==> src/hw/rtl/cmtc_pkg.sv <==
// Shared types and constants of the cavitation mass-transfer coefficient block.
// No dependencies; every other file imports this package.
package cmtc_pkg;

    localparam int CMTC_QDEPTH = 8;                        // job queue depth
    localparam int CMTC_QAW    = $clog2(CMTC_QDEPTH);      // queue pointer width
    localparam int CMTC_QCW    = $clog2(CMTC_QDEPTH + 1);  // queue fill width
    localparam int CMTC_QBITS  = 47;                       // quotient bits below saturation
    localparam int CMTC_NUMW   = 80;                       // dividend width
    localparam int CMTC_DENW   = 38;                       // divisor width

    localparam logic [47:0] CMTC_POS_MAX  = 48'h7FFF_FFFF_FFFF;
    localparam logic [48:0] CMTC_NEG_MAG  = 49'h0_8000_0000_0000;
    localparam logic [16:0] CMTC_FRAC_ONE = 17'h1_0000;
    localparam logic [6:0]  CMTC_THRESH_INV = 7'd100;
    localparam logic [14:0] CMTC_DEN_SCALE  = 15'd25600;

    typedef enum logic [1:0] {
        CFG_SAT_PRESSURE = 2'd0,
        CFG_COND_COEFF   = 2'd1,
        CFG_VAP_COEFF    = 2'd2
    } t_cfg_idx;

    // One prepared cell: two divisions plus the finished vaporization terms.
    typedef struct packed {
        logic [CMTC_NUMW-1:0] num_a;
        logic [CMTC_DENW-1:0] den_a;
        logic [CMTC_NUMW-1:0] num_p;
        logic [CMTC_DENW-1:0] den_p;
        logic [47:0]          vap_a;
        logic [47:0]          vap_p;
    } t_job;

    typedef struct packed {
        logic [47:0] vap_press;
        logic [47:0] cond_press;
        logic [47:0] vap_alpha;
        logic [47:0] cond_alpha;
    } t_res;

endpackage

==> src/hw/rtl/cmtc_fifo.sv <==
// Short job queue between the front pipeline and the divider back end.
// Depends on cmtc_pkg.
module cmtc_fifo (
    input  logic           i_clk,
    input  logic           i_rst_n,
    input  logic           i_push,
    input  cmtc_pkg::t_job i_job,
    input  logic           i_pop,
    output cmtc_pkg::t_job o_job,
    output logic           o_empty
);
    import cmtc_pkg::*;

    t_job                r_mem [CMTC_QDEPTH];
    logic [CMTC_QAW-1:0] r_wr_ptr, r_rd_ptr;
    logic [CMTC_QCW-1:0] r_fill;

    always_ff @(posedge i_clk) begin
        if (!i_rst_n) begin
            r_wr_ptr <= '0;
            r_rd_ptr <= '0;
            r_fill   <= '0;
        end else begin
            if (i_push) begin
                r_wr_ptr <= r_wr_ptr + CMTC_QAW'(1);
            end
            if (i_pop) begin
                r_rd_ptr <= r_rd_ptr + CMTC_QAW'(1);
            end
            if (i_push && !i_pop) begin
                r_fill <= r_fill + CMTC_QCW'(1);
            end else if (!i_push && i_pop) begin
                r_fill <= r_fill - CMTC_QCW'(1);
            end
        end
    end

    always_ff @(posedge i_clk) begin
        if (i_push) begin
            r_mem[r_wr_ptr] <= i_job;
        end
    end

    assign o_job   = r_mem[r_rd_ptr];
    assign o_empty = (r_fill == '0);

endmodule

==> config.mk <==
export PLATFORM = sky130hd
export DESIGN_NAME = cmtc_fifo
export DESIGN_NICKNAME = d
export VERILOG_FILES = /design/src/hw/rtl/cmtc_pkg.sv /design/src/hw/rtl/cmtc_fifo.sv
export SDC_FILE = /design/constraint.sdc
export NUM_CORES = 2
export LEC_CHECK = 0
export BUFFER_PORTS_ARGS = -buffer_cell sky130_fd_sc_hd__buf_4
export CORE_ASPECT_RATIO = 0.75
export CORE_MARGIN = 2
export CORE_UTILIZATION = 35
export CTS_CLUSTER_SIZE = 14
export DETAILED_ROUTE_END_ITERATION = 16
export GPL_TIMING_DRIVEN = 0
export PLACE_DENSITY_LB_ADDON = 0.3
export SYNTH_ARGS = -nofsm -noshare
export SYNTH_HDL_FRONTEND = slang
export SYNTH_SLANG_ARGS = --single-unit
==> constraint.sdc <==
create_clock -name i_clk -period 86.3 [get_ports i_clk]
set_clock_uncertainty 0.05 [all_clocks]
set_input_delay 12.945 -clock i_clk [delete_from_list [all_inputs] [get_ports i_clk]]
set_output_delay 12.945 -clock i_clk [all_outputs]
set_load 0.1 [all_outputs]
## Word-level counts from Yosys, hierarchy flattened

Memories as Yosys holds them, arrays and structs flattened. A register that Yosys moved wholly into a read port is not among the register bits.
Cells that the tools add are included.
Widths: inputs -> output; s select.

| storage, ports and cells | value |
|---|---|
| RAM bits | 2,656 |
| output and inout bits | 333 |
| memories | 1 |
| bits in registers | 10 |
| word-level logic and storage cells | 20 |
| input bits | 336 |

Memories:

| name | depth | width | rd ports | clocked after Yosys merged registers in | write ports | RTL line | source |
|---|---|---|---|---|---|---|---|
| r_mem | 8 | 332 | 1 | 1 | 1 | cmtc_fifo.sv:14 | `t_job r_mem [CMTC_QDEPTH];` |

| operators by class | value |
|---|---|
| reductions and logical operators | 6 |
| add/subtract/negate cells | 4 |
| muxes and demuxes | 6 |

Operator list:

| kind | count |
|---|---|
| $mux 4 | 2 |
| $add 3x1->3 const B | 2 |
| $mux 3 | 2 |
| $add 4x1->4 const B | 1 |
| $logic_not 4->1 | 1 |
| $sub 4x1->4 const B | 1 |
| $logic_and 1x1->1 | 2 |
| $logic_not 1->1 | 2 |
| $mux 1 | 2 |
| $reduce_bool 2->1 | 1 |

## Logic depth before layout (Yosys ltp)

| logic depth | value |
|---|---|
| depth in word-level cells | 4 |
| mapped depth | 8 |
| depth with buffers taken out | 8 |

## Worst setup path after synthesis

Ideal clock, no wire load.

| timing | value |
|---|---|
| path type | in2reg |
| start | input i_push |
| end | memory r_mem[0][0] (netlist bit), enable pin |
| path buffers | 0 |
| required time | 84.817 ns |
| library setup time | 1.433 ns |
| cell stages on the path | 2 |
| arrival | 35.350 ns |
| setup slack | 49.467 ns |
| cell sequence | nand2b_1 -> nor3_1 |

| between the ends | value |
|---|---|
| longest elaborated chain between the ends | 2 |

RTL lines:

| what | RTL line | source |
|---|---|---|
| start, declared | cmtc_fifo.sv:6 | `input logic i_push,` |
| $mux 1 | cmtc_fifo.sv:39 | `if (i_push) begin` |
| $mux 1 (not written as such) | cmtc_fifo.sv:40 | `r_mem[r_wr_ptr] <= i_job;` |
| end, declared | cmtc_fifo.sv:14 |  |

No other way between the ends.

==> metrics.md <==
| Metric | Value |
|---|---|
| Outcome | `finished clean` |
| H-tree Lvls | `5` |
| Mapped cell area | `101000 sq um` |
| Reg clk slew, reported paths | `0.06 ns` |
| Maximum VDD drop | `0.0161 mV` |
| Xor and xnor area share after synthesis | `0.000519` |
| Hpwl dp | `166000 microns` |
| Placed Area | `114000 sq um` |
| Met2 Wirelength | `120000 microns` |
| Top post-synthesis cells by area | `edfxtp_1, mux4_2, mux4_1` |
| Vias in the first global route | `47028` |
| Routed len/inst | `27.3 microns` |
| Synth area leader | `edfxtp_1` |
| First-pass GRT wire length | `350000 microns` |
| Layout cells sized above 1 | `0.399` |
| Critical path type | `reg2out` |
| WP data arrival | `4.04 ns` |
| Die width | `625 microns` |
| Final WL | `248000 microns` |
| Overall Global Routing Usage | `0.165` |
| Total power density per cell area | `25.1 nW/um^2` |
| Layout Utilization | `0.426` |
| Endpoint type of the worst setup path | `output pin` |
| Post-Syn Area per Cell | `25.9 sq um` |
| CP required | `73.31 ns` |
| # rows | `171` |
| Post-synth top flop | `edfxtp_1` |
| Count of unique library cells instantiated by Yosys | `28` |
| Via density | `5.03` |
| RSZ-0062 raised after global routing | `false` |
| DRC | `0` |
| Largest net degree at the start of global routing | `26` |
| Resize count post-CTS | `0` |
| Syn nets | `4247` |
| Top Ports | `669` |
| CTS Buf Count | `276` |
| Total of max-cap violations | `0` |
| Worst path slowest cell | `clkbuf_1` |
| Most common cell in the netlist | `edfxtp_1` |
| Antenna-violating nets left | `0` |
| Fin. max-slew vios | `0` |
| Gr ovfl total | `0` |
| Final min period | `17.03 ns` |
| Initial core utilization | `0.351` |
| DR pass1 iterations | `7` |
| Endpoints failing hold | `0` |
| Top Metal Used | `met5` |
| Clk_lat worst skew | `0.81 ns` |
| Synth Area in Adders | `0.000815` |
| Number of clock sinks | `2669` |
| Register area share after synthesis | `0.790` |
| DRT met1 WL | `105000 microns` |
| CTS tree | `done` |
| Final number of setup-violating endpoints | `0` |
| Post-synthesis mux area share | `0.194` |
| Core Region | `289000 sq um` |
| Antenna violations before repair | `52` |
| Synth Area in Compound Gates | `0.000235` |
| CP Cell Sequence | `buf_2 -> clkbuf_2 -> clkbuf_1 -> mux4_1 -> mux2_2 -> buf_4` |
| CTS root buf | `clkbuf_16` |
| CP max FO | `10` |
| Leakage power | `39.6 nW` |
| Die area | `294000 sq um` |
| Nets | `5385` |
| Hold Crit Class | `reg2reg` |
| Setup TNS | `0 ns` |
| Number of synthesized flops with an enable pin | `2656` |
| Area growth, synth to finish | `21.4%` |
| Period utilization | `0.197` |
| Top-area cell type share of the netlist area | `0.787` |
| Final Instance Area | `123000 sq um` |
| Port Buffers | `668` |
| Setup bufs post-CTS | `0` |
| Slew @ Worst Pin | `1.08 ns` |
| FMAX | `0.0587 GHz` |
| Slew headroom | `0.283` |
| Post-synthesis simple-gate area fraction | `0.00156` |
| Vias | `45676` |
| Post-synth top cells | `edfxtp_1, mux4_2, mux2_2` |
| Gpl congestion | `0.696` |
| CP peak stage delay | `0.82 ns` |
| Main combinational cell family by area after synthesis | `multiplexers` |
| CTS max path bufs | `4` |
| Ys Warns | `0` |
| Design Power | `3.09 mW` |
| Mapped Cells | `3905` |
| Startpoint types | `register` |
| Met3 WL | `16000 microns` |
| Synth Register Bits | `2669` |
| FFs w/ async S/R, synth | `0` |
| Post-CTS Hold Fix Bufs | `0` |
| Chip height | `470 microns` |
| DRT iter0 DRCs | `3609` |
==> power by group <==
part	total (mW)	switching, mW	leakage [nW]	internal [mW]
Clock	1.16	0.488	4.24	0.670
Sequential	1.47	0.00621	24.2	1.46
Combinational	0.466	0.327	11.2	0.139
==> metrics by stage <==
step | worst slack, ns | cells | hold WS, ns
final | 69.27 | 9072 | 0.430
after CTS | 68.84 | 9053 | 0.426
after detailed placement | 69.77 | 8571 | 0.418
after global routing | 68.96 | 9067 | 0.486
after floorplan | 49.47 | 3905 | 0.396
after global placement | 22.52 | 8379 | 0.413
==> per-layer routing <==
layer | track usage | vias to the layer above
met5 | 0 | -
met4 | 0.0471 | 56
met3 | 0.0421 | 362
met2 | 0.269 | 1237
met1 | 0.220 | 24560
li1 | - | 19461
==> logic make-up (layout without fill, tap and decap cells) <==
logic type,after synthesis,after routing
flip-flops,2669,2669
multiplexers,1000,1000
buffers and inverters,189,1531
AND/OR/NAND/NOR,31,31
adder cells (fa/ha/maj),6,6
XOR/XNOR,6,6
AO/OA/AOI/OAI,4,4
other,0,19
==> worst paths after layout <==
check / slack (ns) / endpoint / start / cells after the start
max: 69.27 / o_job[200] / register / 6
min reg2reg: 0.43 / r_fill[3] / r_fill[3] / 2
max reg2reg: 82.99 / r_mem[6][257] / r_wr_ptr[1] / 9
min: 0.43 / r_fill[3] / r_fill[3] / 2
==> flip-flops by register name (all words and copies together) (netlist names), named ones only <==
signal,cells
r_fill,4
r_mem,2656
r_rd_ptr,3
r_wr_ptr,3
==> critical path, delay by kind of cell (launching register included) <==
family / cells / cell delay (ns)
buffers and inverters: 4 / 2.10
muxes: 2 / 0.78
DFF: 1 / 0.30
==> layout by cell type (no fill, tap or decap), types with 5 or more instances in the layout <==
| master | synthesis | layout |
|---|---|---|
| nand2_1 | 6 | 6 |
| and2_1 | 7 | 7 |
| diode_2 | 0 | 19 |
| buf_2 | 21 | 22 |
| clkbuf_1 | 63 | 119 |
| buf_4 | 0 | 673 |
| mux4_1 | 244 | 244 |
| buf_1 | 29 | 28 |
| buf_6 | 67 | 138 |
| bufinv_16 | 0 | 23 |
| mux4_2 | 420 | 420 |
| buf_16 | 0 | 12 |
| clkbuf_16 | 0 | 281 |
| clkinv_8 | 0 | 5 |
| buf_8 | 7 | 24 |
| clkinv_2 | 0 | 39 |
| inv_6 | 0 | 10 |
| ha_1 | 5 | 5 |
| mux2_2 | 332 | 332 |
| buf_12 | 0 | 87 |
| clkinv_1 | 0 | 50 |
| nor2_4 | 0 | 6 |
| clkinvlp_4 | 0 | 5 |
| dfxtp_1 | 13 | 13 |
| edfxtp_1 | 2656 | 2656 |
==> area by class of cell <==
type / instances / area, sq um
fillers: 24581 / 166000
flip-flops and latches: 2669 / 80000
multi-input cells: 1047 / 20000
repair buffers: 860 / 8180
clock buffers: 342 / 7270
well taps: 3806 / 4760
clock inverters: 140 / 1410
plain buffers: 187 / 1320
diodes: 19 / 47.5
inverters: 2 / 7.51
Note: power is estimated with default switching activity, not from simulation.
